==> src/rtl/fpa_pkg.sv <==
// ----------------------------------------------------------------------------
// fpa_pkg
// Shared types and constants of the fixed-point ALU.
// ----------------------------------------------------------------------------
package fpa_pkg;
	localparam int FRAC_BITS = 8;
	localparam int DIV_STEPS = 10;
	localparam int DIV_BPS = (32 + FRAC_BITS + DIV_STEPS - 1) / DIV_STEPS;
	localparam int DIV_W = DIV_STEPS * DIV_BPS;
	localparam int QDEPTH = 4;
	localparam int QPTR_W = $clog2(QDEPTH);

	localparam logic [3:0] CMD_ADD = 4'd0;
	localparam logic [3:0] CMD_SUB = 4'd1;
	localparam logic [3:0] CMD_MUL = 4'd2;
	localparam logic [3:0] CMD_DIV = 4'd3;
	localparam logic [3:0] CMD_GT = 4'd4;
	localparam logic [3:0] CMD_LT = 4'd5;
	localparam logic [3:0] CMD_GE = 4'd6;
	localparam logic [3:0] CMD_LE = 4'd7;
	localparam logic [3:0] CMD_EQ = 4'd8;
	localparam logic [3:0] CMD_NE = 4'd9;
	localparam logic [3:0] CMD_INC = 4'd10;
	localparam logic [3:0] CMD_DEC = 4'd11;
	localparam logic [3:0] CMD_MIN = 4'd12;
	localparam logic [3:0] CMD_MAX = 4'd13;
	localparam logic [3:0] CMD_FROM_INT = 4'd14;
	localparam logic [3:0] CMD_TO_INT = 4'd15;

	typedef enum logic [1:0] {
		CLS_SIMPLE,
		CLS_MUL,
		CLS_DIV
	} cls_t;

	typedef struct packed {
		cls_t              cls;
		logic [31:0]       simple_value;
		logic              compare_true;
		logic              divide_by_zero;
		logic signed [31:0] a;
		logic signed [31:0] b;
	} op_t;
endpackage

==> src/rtl/fpa_queue.sv <==
// ----------------------------------------------------------------------------
// fpa_queue
// Short FIFO between the front and the back.
// ----------------------------------------------------------------------------
module fpa_queue (
	input  logic         clk,
	input  logic         arst_n,
	input  logic         in_valid,
	output logic         in_ready,
	input  fpa_pkg::op_t in_op,
	output logic         out_valid,
	input  logic         out_ready,
	output fpa_pkg::op_t out_op
);
	import fpa_pkg::*;

	op_t               mem_q [QDEPTH];
	logic [QPTR_W-1:0] wr_q;
	logic [QPTR_W-1:0] rd_q;
	logic [QPTR_W:0]   cnt_q;
	logic              push;
	logic              pop;

	assign in_ready = cnt_q != QDEPTH[QPTR_W:0];
	assign out_valid = cnt_q != '0;
	assign push = in_valid && in_ready;
	assign pop = out_valid && out_ready;
	assign out_op = mem_q[rd_q];

	always_ff @(posedge clk or negedge arst_n) begin
		if (!arst_n) begin
			wr_q <= '0;
			rd_q <= '0;
			cnt_q <= '0;
		end else begin
			if (push) wr_q <= wr_q + 1'b1;
			if (pop) rd_q <= rd_q + 1'b1;
			cnt_q <= cnt_q + {{QPTR_W{1'b0}}, push} - {{QPTR_W{1'b0}}, pop};
		end
	end

	always_ff @(posedge clk) begin
		if (push) mem_q[wr_q] <= in_op;
	end

`ifndef SYNTHESIS
	a_cnt_max: assert property (@(posedge clk) disable iff (!arst_n)
		cnt_q <= QDEPTH[QPTR_W:0]) else $error("queue overfilled");
	a_cnt_inc: assert property (@(posedge clk) disable iff (!arst_n)
		push && !pop |=> cnt_q == $past(cnt_q) + 1'b1) else $error("queue count");
	a_ptr: assert property (@(posedge clk) disable iff (!arst_n)
		cnt_q == '0 |-> wr_q == rd_q) else $error("queue pointers");
`endif
endmodule

==> config.mk <==
export PLATFORM = sky130hd
export DESIGN_NAME = fpa_queue
export DESIGN_NICKNAME = d
export VERILOG_FILES = /design/src/rtl/fpa_pkg.sv /design/src/rtl/fpa_queue.sv
export SDC_FILE = /design/constraint.sdc
export NUM_CORES = 1
export LEC_CHECK = 0
export ABC_AREA = 1
export BUFFER_PORTS_ARGS = -buffer_cell sky130_fd_sc_hd__buf_2
export CORE_ASPECT_RATIO = 1.2
export CORE_MARGIN = 3
export CORE_UTILIZATION = 40
export DETAILED_ROUTE_END_ITERATION = 12
export SYNTH_ARGS = -nofsm -noshare
export SYNTH_HDL_FRONTEND = slang
export SYNTH_SLANG_ARGS = --single-unit
==> constraint.sdc <==
create_clock -name clk -period 6.4 [get_ports clk]
set_input_delay 1.28 -clock clk [delete_from_list [all_inputs] [get_ports clk]]
set_output_delay 1.28 -clock clk [all_outputs]
set_load 0.02 [all_outputs]
==> results.tsv <==
stage	metric	value	unit
worst_setup_path	max_stage_delay	0.75	ns
route	drc	0	
route	detail_route.wl_per_cell	15.8	µm
clock_tree	htreeDepth	2	
flow_run	drv_cap	0	
die	die_x	189	µm
route	drt_iter0_markers	597	
clock_tree	cts_root_buf	clkbuf_16	
die	coreArea	0.0392	mm²
worst_setup_path	critPathMaxFanout	63	
synthesis	synth.avg_cell_area	12.2	µm²
timing	period_share	67.9	%
synthesis	synth_area	0.0161	mm²
clock_tree	clockBufferDepth	3	
worst_setup_path	cp_data_arrival_time	3.07	ns
placement	place_congestion	0.740	
outcome	outcome	complete, no violations	
placement	port_buffers	205	
clock_tree	clk_pin_slew	0.06	ns
worst_setup_path	crit_type	reg2out	
route	drt-vias-per-instance	4.69	
route	drt-total-wl	32900	µm
pwr	peakVddDrop	0.371	mV
route	ant_nets	0	
global_route	grt_pass1_vias	9650	
clock_tree	cts_resized	0	
die	die-area	0.0428	mm²
timing	final_hold_viol_count	0	
synthesis	ys_seq_area_share	75.6	%
worst_setup_path	crit_slowest_cell	dfrtp_4	
global_route	gr-total-overflow	0	
layout	syn_to_final_growth	17.0	%
worst_setup_path	required	5.12	ns
global_route	grt_pass1_wl	51900	µm
timing	finClkSkew	0.0104	ns
timing	max_freq	0.230	GHz
timing	setup_viol	0	
layout	final_core_util	48.1	%
die	start_util	41.1	%
clock_tree	cts_hold_buf	0	
clock_tree	worstSkewPairLatency	0.54	ns
layout	nets	1631	
die	ios	206	
clock_tree	cts_buffers	42	
hold_path	hp-class	reg2reg	
worst_setup_path	crit_path_cell_trace	clkinv_2, buf_4, o21ai_0, nand2_1, buf_2	
clock_tree	cts_tree	built	
route	vias	9739	
worst_setup_path	critPathCaptureType	output pin	
synthesis	syn_inst	1325	
global_route	grt_max_degree	259	
clock_tree	numClockSinks	407	
die	die_h	226	µm
synthesis	yosysWarnings	0	
global_route	track_usage	15.4	%
route	firstDrtPassIters	4	
pwr	power_density	485	mW/mm²
timing	final_max_slew_viol_count	0	
timing	rsz0062_at_grt	no	
synthesis	synth-seq-cells	407	
timing	relSlewSlack	30.1	%
clock_tree	cts_setup_buffers	0	
global_route	grt_antenna_before_repair	5	
placement	dp_hpwl	18600	µm
timing	worstMarginPinSlew	1.05	ns
die	rows	79	
timing	tns	0	ns
layout	drive_gt1_share	18.1	%
synthesis	synth_cell_types	17	
pwr	p_leak	7.49	nW
synthesis	synthesis.nets	1436	
worst_setup_path	cp-start-kind	flop	
timing	fin_crit	4.35	ns
-- per-layer routing --
| metal | track usage, % | up-vias | part of all wire (%) |
|---|---|---|---|
| met5 | 0 | - | 0.10 |
| met4 | 4.75 | 4 | 2.6 |
| met3 | 4.10 | 64 | 6.3 |
| met2 | 27.6 | 200 | 51 |
| met1 | 18.2 | 4621 | 40 |
| li1 | - | 4850 | - |
-- state kept, by name, indices dropped and copies added, names as in the netlist --
| signal | count |
|---|---|
| mem_q | 400 |
| cnt_q | 3 |
| wr_q | 2 |
| rd_q | 2 |
-- layout by cell type, fill, tap and decap left out --
cell type and n:
edfxtp_1 400, nand2_1 319, buf_2 205, nor2_1 201, o21ai_0 166, inv_1 114
clkbuf_16 45, o21ai_1 34, clkinv_2 10, clkbuf_1 9, buf_4 9, clkinv_1 7
ha_1 6, dfrtp_1 6, nand3_1 5, nor2_4 4, buf_12 3, diode_2 2
bufinv_16 2, inv_6 1, fa_1 1, clkinv_4 1, dfrtp_4 1
-- area by class of cell --
type | count | area (µm²)
diodes | 2 | 5.00
clock buffers | 54 | 1160
clock inverters | 19 | 140
fillers | 3510 | 20400
inverters | 116 | 442
multi-input cells | 736 | 3120
flip-flops and latches | 407 | 12200
well taps | 526 | 658
repair buffers | 217 | 1150
-- worst max-delay path: cells and delay by family (launching register included) --
kind	cells	cell delay, ns
compound gates	1	0.25
buf+inv	3	1.40
flops	1	0.75
simple gates	1	0.10
-- power breakdown --
group	switching [W]	total [W]	internal, W
clock network	0.000942	0.00230	0.00135
logic	0.00231	0.00320	0.000889
registers	0.000152	0.00366	0.00351
total	0.00340	0.00915	0.00575
-- logic make-up (layout without fill, tap and decap cells) --
group	after synthesis	in the layout	share of synthesized area, %
simple gates	529	529	12.4
flops	407	407	75.6
compound gates	200	200	6.21
buf+inv	182	406	5.28
fa+ha+maj	7	7	0.590
other cells	0	2	0
-- through the flow --
stage	setup slack, ns	hold WS, ns	instance area [µm²]	instances	power, W
global route	1.64	0.530	18900	2075	0.00980
CTS	1.90	0.525	18900	2075	0.00933
global placement	2.52	0.498	17600	2002	0.00696
floorplan	0.237	0.441	16100	1325	0.00605
detailed placement	2.50	0.511	17600	2002	0.00700
finish	2.05	0.516	18900	2077	0.00915
-- synth_stat cells --
cell	number	share of area (%)
inv_1	115	2.7
dfrtp_1	7	1.1
buf_8	1	0.093
buf_1	4	0.093
buf_4	2	0.093
buf_6	18	1.3
edfxtp_1	400	74
clkbuf_1	29	0.67
nand2_1	319	7.4
o21ai_0	166	5.2
nand3_1	5	0.16
nor2_1	205	4.8
ha_1	6	0.47
inv_2	1	0.023
buf_2	12	0.37
fa_1	1	0.12
o21ai_1	34	1.1
-- final timing paths --
| kind | startpoint | to | slack, ns | cells past startpoint |
|---|---|---|---|---|
| min in group asynchronous | arst_n | cnt_q[2]$_DFF_PN0_ | 0.57 | 1 |
| min reg2reg | cnt_q[0]$_DFF_PN0_ | cnt_q[0]$_DFF_PN0_ | 0.52 | 1 |
| max | rd_q[0]$_DFFE_PN0P_ | out_op[72] | 2.05 | 5 |
| min | cnt_q[0]$_DFF_PN0_ | cnt_q[0]$_DFF_PN0_ | 0.52 | 1 |
| max reg2reg | cnt_q[1]$_DFF_PN0_ | mem_q[3][74]$_DFFE_PP_ | 3.62 | 5 |
| max in group asynchronous | arst_n | rd_q[0]$_DFFE_PN0P_ | 5.65 | 1 |
Note: power is estimated with default switching activity, not from simulation.
