$ cat src/rtl/fpa_pkg.sv
// ----------------------------------------------------------------------------
// fpa_pkg
// Shared types and constants of the fixed-point ALU.
// ----------------------------------------------------------------------------
package fpa_pkg;
	localparam int FRAC_BITS = 8;
	localparam int DIV_STEPS = 10;
	localparam int DIV_BPS = (32 + FRAC_BITS + DIV_STEPS - 1) / DIV_STEPS;
	localparam int DIV_W = DIV_STEPS * DIV_BPS;
	localparam int QDEPTH = 4;
	localparam int QPTR_W = $clog2(QDEPTH);

	localparam logic [3:0] CMD_ADD = 4'd0;
	localparam logic [3:0] CMD_SUB = 4'd1;
	localparam logic [3:0] CMD_MUL = 4'd2;
	localparam logic [3:0] CMD_DIV = 4'd3;
	localparam logic [3:0] CMD_GT = 4'd4;
	localparam logic [3:0] CMD_LT = 4'd5;
	localparam logic [3:0] CMD_GE = 4'd6;
	localparam logic [3:0] CMD_LE = 4'd7;
	localparam logic [3:0] CMD_EQ = 4'd8;
	localparam logic [3:0] CMD_NE = 4'd9;
	localparam logic [3:0] CMD_INC = 4'd10;
	localparam logic [3:0] CMD_DEC = 4'd11;
	localparam logic [3:0] CMD_MIN = 4'd12;
	localparam logic [3:0] CMD_MAX = 4'd13;
	localparam logic [3:0] CMD_FROM_INT = 4'd14;
	localparam logic [3:0] CMD_TO_INT = 4'd15;

	typedef enum logic [1:0] {
		CLS_SIMPLE,
		CLS_MUL,
		CLS_DIV
	} cls_t;

	typedef struct packed {
		cls_t              cls;
		logic [31:0]       simple_value;
		logic              compare_true;
		logic              divide_by_zero;
		logic signed [31:0] a;
		logic signed [31:0] b;
	} op_t;
endpackage

$ cat src/rtl/fpa_front.sv
// ----------------------------------------------------------------------------
// fpa_front
// Accepts items, classifies them and computes the single-cycle operations.
// ----------------------------------------------------------------------------
module fpa_front (
	input  logic               clk,
	input  logic               arst_n,
	input  logic               valid,
	output logic               ready,
	input  logic [3:0]         command,
	input  logic signed [31:0] operand_a,
	input  logic signed [31:0] operand_b,
	output logic               op_valid,
	input  logic               op_ready,
	output fpa_pkg::op_t       op
);
	import fpa_pkg::*;

	op_t  op_q;
	logic vld_q;
	op_t  nxt;
	logic lt;
	logic eq;

	assign lt = operand_a < operand_b;
	assign eq = operand_a == operand_b;
	assign ready = !vld_q || op_ready;

	always_comb begin
		nxt = '0;
		nxt.cls = CLS_SIMPLE;
		nxt.a = operand_a;
		nxt.b = operand_b;
		unique case (command)
			CMD_ADD: nxt.simple_value = operand_a + operand_b;
			CMD_SUB: nxt.simple_value = operand_a - operand_b;
			CMD_MUL: nxt.cls = CLS_MUL;
			CMD_DIV: begin
				if (operand_b == 0) nxt.divide_by_zero = 1'b1;
				else nxt.cls = CLS_DIV;
			end
			CMD_GT: nxt.compare_true = !lt && !eq;
			CMD_LT: nxt.compare_true = lt;
			CMD_GE: nxt.compare_true = !lt;
			CMD_LE: nxt.compare_true = lt || eq;
			CMD_EQ: nxt.compare_true = eq;
			CMD_NE: nxt.compare_true = !eq;
			CMD_INC: nxt.simple_value = operand_a + 32'sd1;
			CMD_DEC: nxt.simple_value = operand_a - 32'sd1;
			CMD_MIN: nxt.simple_value = lt ? operand_a : operand_b;
			CMD_MAX: nxt.simple_value = (!lt && !eq) ? operand_a : operand_b;
			CMD_FROM_INT: nxt.simple_value = operand_a <<< FRAC_BITS;
			CMD_TO_INT: nxt.simple_value = operand_a >>> FRAC_BITS;
			default: nxt.simple_value = '0;
		endcase
	end

	always_ff @(posedge clk or negedge arst_n) begin
		if (!arst_n) begin
			vld_q <= 1'b0;
		end else if (ready) begin
			vld_q <= valid;
		end
	end

	always_ff @(posedge clk) begin
		if (ready && valid) op_q <= nxt;
	end

	assign op_valid = vld_q;
	assign op = op_q;
endmodule

$ cat config.mk
export PLATFORM = sky130hd
export DESIGN_NAME = fpa_front
export DESIGN_NICKNAME = d
export VERILOG_FILES = /design/src/rtl/fpa_pkg.sv /design/src/rtl/fpa_front.sv
export SDC_FILE = /design/constraint.sdc
export NUM_CORES = 1
export LEC_CHECK = 0
export BUFFER_PORTS_ARGS = -buffer_cell sky130_fd_sc_hd__buf_2
export CAP_MARGIN = 20
export CORE_UTILIZATION = 50
export DETAILED_ROUTE_END_ITERATION = 16
export MAX_ROUTING_LAYER = met4
export PLACE_DENSITY_LB_ADDON = 0.08
export SLEW_MARGIN = 10
export SYNTH_ARGS = -nofsm -noshare
export SYNTH_HDL_FRONTEND = slang
export SYNTH_SLANG_ARGS = --single-unit
$ cat constraint.sdc
create_clock -name clk -period 6.4 [get_ports clk]
set_input_delay 1.92 -clock clk [delete_from_list [all_inputs] [get_ports clk]]
set_output_delay 1.92 -clock clk [all_outputs]
set_load 0.02 [all_outputs]
==> out/results.ini <==
[yosys]
synthCells=903
ys_ff_latch=101
synth.largest_area_cell=edfxtp_1
syn-num-nets=1041
synthTopCellsByArea=edfxtp_1, ha_1, xnor2_1
syn-cell-area_um2=8530
synth.mux.area_fraction_pct=4.69
synthAdderAreaFrac_pct=9.85
synth_xor_area_share_pct=8.21
netlist_top_cells_count=edfxtp_1, a21oi_1, ha_1, o21ai_0, xnor2_1
seq_area_frac_synth_pct=35.5
synthArstFlopShare_pct=0.990
synth.distinct_cells=70
ys.flop_type=edfxtp_1
yosysMostFrequentCell=edfxtp_1
yosysTopAreaCellShare_pct=35.2
avgSynthCellArea_um2=9.45
synth_compound_area_share_pct=24.4
yosys.area_share.simple_pct=13.1
synth_top_family_by_area=compound AO/OA/AOI/OAI gates
synth_edf_count=100
yosysWarnings=0

[cells_and_area]
n_antenna_cell=0
fin_util_pct=61.0
final_area_um2=10200
num-fill-cells=1482
final_cells=1313
seq_area_um2=3030
multi_input_area_um2=5160
drive_above_1_share_pct=23.2
fin_nets=1226
area_growth_syn_to_layout_pct=19.0

[clocking]
h-tree-depth=3
cts_post_setup_buffers_inserted=0
cts-root-buf=clkbuf_16
numCtsBuffers=9
clkSlewWorstSetupHoldPaths_ns=0.07
clock_sink_count=101
clockBufferDepth=2
cts_resized=0
cts_hold_buf=0
cts_tree=done
clk_latency_ns=0.36

[setup_path]
arrival_ns=5.94
critPathKind=in2reg
rrSetupSlack_ns=4.29
crit_path_end_kind=flip-flop
path_delay_family=simple AND/OR/NAND/NOR gates
cpMaxStageDelayCell=or3_1
slowest_delay_ns=0.41
reg2reg_from=op_valid$_DFFE_PN0N_
path_cells=buf_2 > or3_1 > nand2b_1 > nand2b_1 > or3_1 > nor3_1 > xnor2_1 > o21ai_0 > ha_1 > a21o_1 > a211o_1 > or3_1 > a31o_2 > a311oi_1 > buf_4 > buf_4 > a211oi_1 > o21ai_0 > nand4_1
cp_num_buf_inv=3
cpMostUsedCell=or3_1
crit_fanout=6
cp.required_ns=6.50
rr_endpoint=op[90]$_DFFE_PP_
critPathLaunchType=input port
r2r_cells=3

[die]
initial_core_util_pct=51.3
fp-row-count=47
die_h_um=133
fp.dieArea_um2=17600
die_x_um=133
num_io_pins=174
core_um2=16600

[power_and_ir_drop]
irDropWorstVdd_mv=0.156
p_total_mw=2.17
cellPowerDensity_nw_per_um2=214
p_leak_nw=4.31

[run]
maxCapViolCount=0

[sta]
setup_ws_ns=0.559
period_minus_slack_ns=5.84
hold_viol_final=0
min_period_over_period_pct=91.3
worst_pin_slew_ns=1.07
final.setup.tns_ns=0
hold_ws_ns=0.539
rsz0062_at_grt=false
max_slew_margin_pct=28.6
clock_skew_ns=0.00678
finalSetupViolations=0
fmax_ghz=0.171
slew_violations=0

[routing]
routed_wirelength_um=29100
routed-via-count=8334
wl_per_cell_um=22.2
avgViaCountPerCell=6.35
ant_nets=0
drt_first_pass_iters=8
drtIter0Drc=790
drcViolationCount=0

[place]
dp_hpwl_um=21600
dp_cells=1294
globalplace.congestion=0.942
pre_cts_slack_ns=0.198
dpl_cell_area_um2=9820
port_buffers=173

[min_path]
hp-start=op_valid$_DFFE_PN0N_
worst_hold_path.endpoint=op_valid$_DFFE_PN0N_
whs_path_depth=2
hp-class=reg2reg

[global_routing]
overflow=0
grt_pass1_wl_um=44300
grt_util_all_layers_pct=34.4
grt_pass1_vias=7691
grt_max_degree=61
grt_antenna_before_repair=0

[outcome]
outcome=completed

worst max-delay path by stage:
stage / end / slack (ns) / depth (start not counted) / from
6_report: op[97]$_DFFE_PP_ / 0.56 / 19 / operand_b[10]
2_1_floorplan: op[95]$_DFFE_PP_ / 0.37 / 17 / operand_b[11]
5_1_grt: op[97]$_DFFE_PP_ / 0.26 / 19 / operand_b[10]
3_3_place_gp: op[97]$_DFFE_PP_ / 0.31 / 19 / operand_b[10]
4_1_cts: op[97]$_DFFE_PP_ / 0.57 / 19 / operand_b[10]
3_5_place_dp: op[97]$_DFFE_PP_ / 0.20 / 19 / operand_b[10]
report_power, final:
part	total, mW	internal, mW	switching, mW
Clock	0.579	0.309	0.270
Sequential	0.793	0.783	0.00979
Combinational	0.803	0.311	0.492
Total	2.17	1.40	0.772
cell usage in the layout (no fill, tap or decap), types with 3 or more instances in the layout:
master and count:
buf_2 174, edfxtp_1 100, a21oi_1 70, o21ai_0 64, ha_1 64, xnor2_1 59
nand2_1 55, inv_1 50, buf_4 40, nor2_1 39, mux2i_1 33, a21o_1 31
xor2_1 21, nor3_1 20, nand3_1 18, o221ai_1 18, a222oi_1 16, nand2b_1 14
nand4_1 13, o211ai_1 13, and3_1 12, o21bai_1 11, a31oi_1 11, a211oi_1 10
nor2b_1 9, a221oi_1 9, nor4_1 9, o21a_1 9, clkbuf_16 9, or3_1 7
o21ai_1 6, a31o_2 4, o2111ai_1 3, a2111oi_0 3, a311oi_1 3, a41oi_1 3
mux2_2 3
worst reg2reg max path, cell delays in order (launching register included):
cell,delay [ns]
dfrtp_1,0.37
nand2b_1,0.11
and2_4,0.66
buf_4,0.58
routing by layer:
metal	wire length (um)	global-route usage (%)
met5	0	-
met3	2610	6.40
met4	727	11.3
met2	12600	49.8
met1	13200	48.2
final cells by class:
type / instances / share of cell area [%]
multi-input cells: 710 / 50.9
flip-flops and latches: 101 / 29.8
repair buffers: 216 / 11.8
well taps: 220 / 2.71
clock buffers: 9 / 2.22
inverters: 50 / 1.85
clock inverters: 7 / 0.789
state kept, by name (all words and copies together), names as in the netlist:
register,flops
op,100
op_valid,1
cells by family after synthesis:
kind of cell             Yosys count
AO/OA/AOI/OAI                    308
AND/OR/NAND/NOR                  218
flip-flops                       101
buffers and inverters             92
XOR/XNOR                          80
adder cells (fa/ha/maj)           66
multiplexers                      38
No activity file was read; power rests on OpenSTA's default activity.
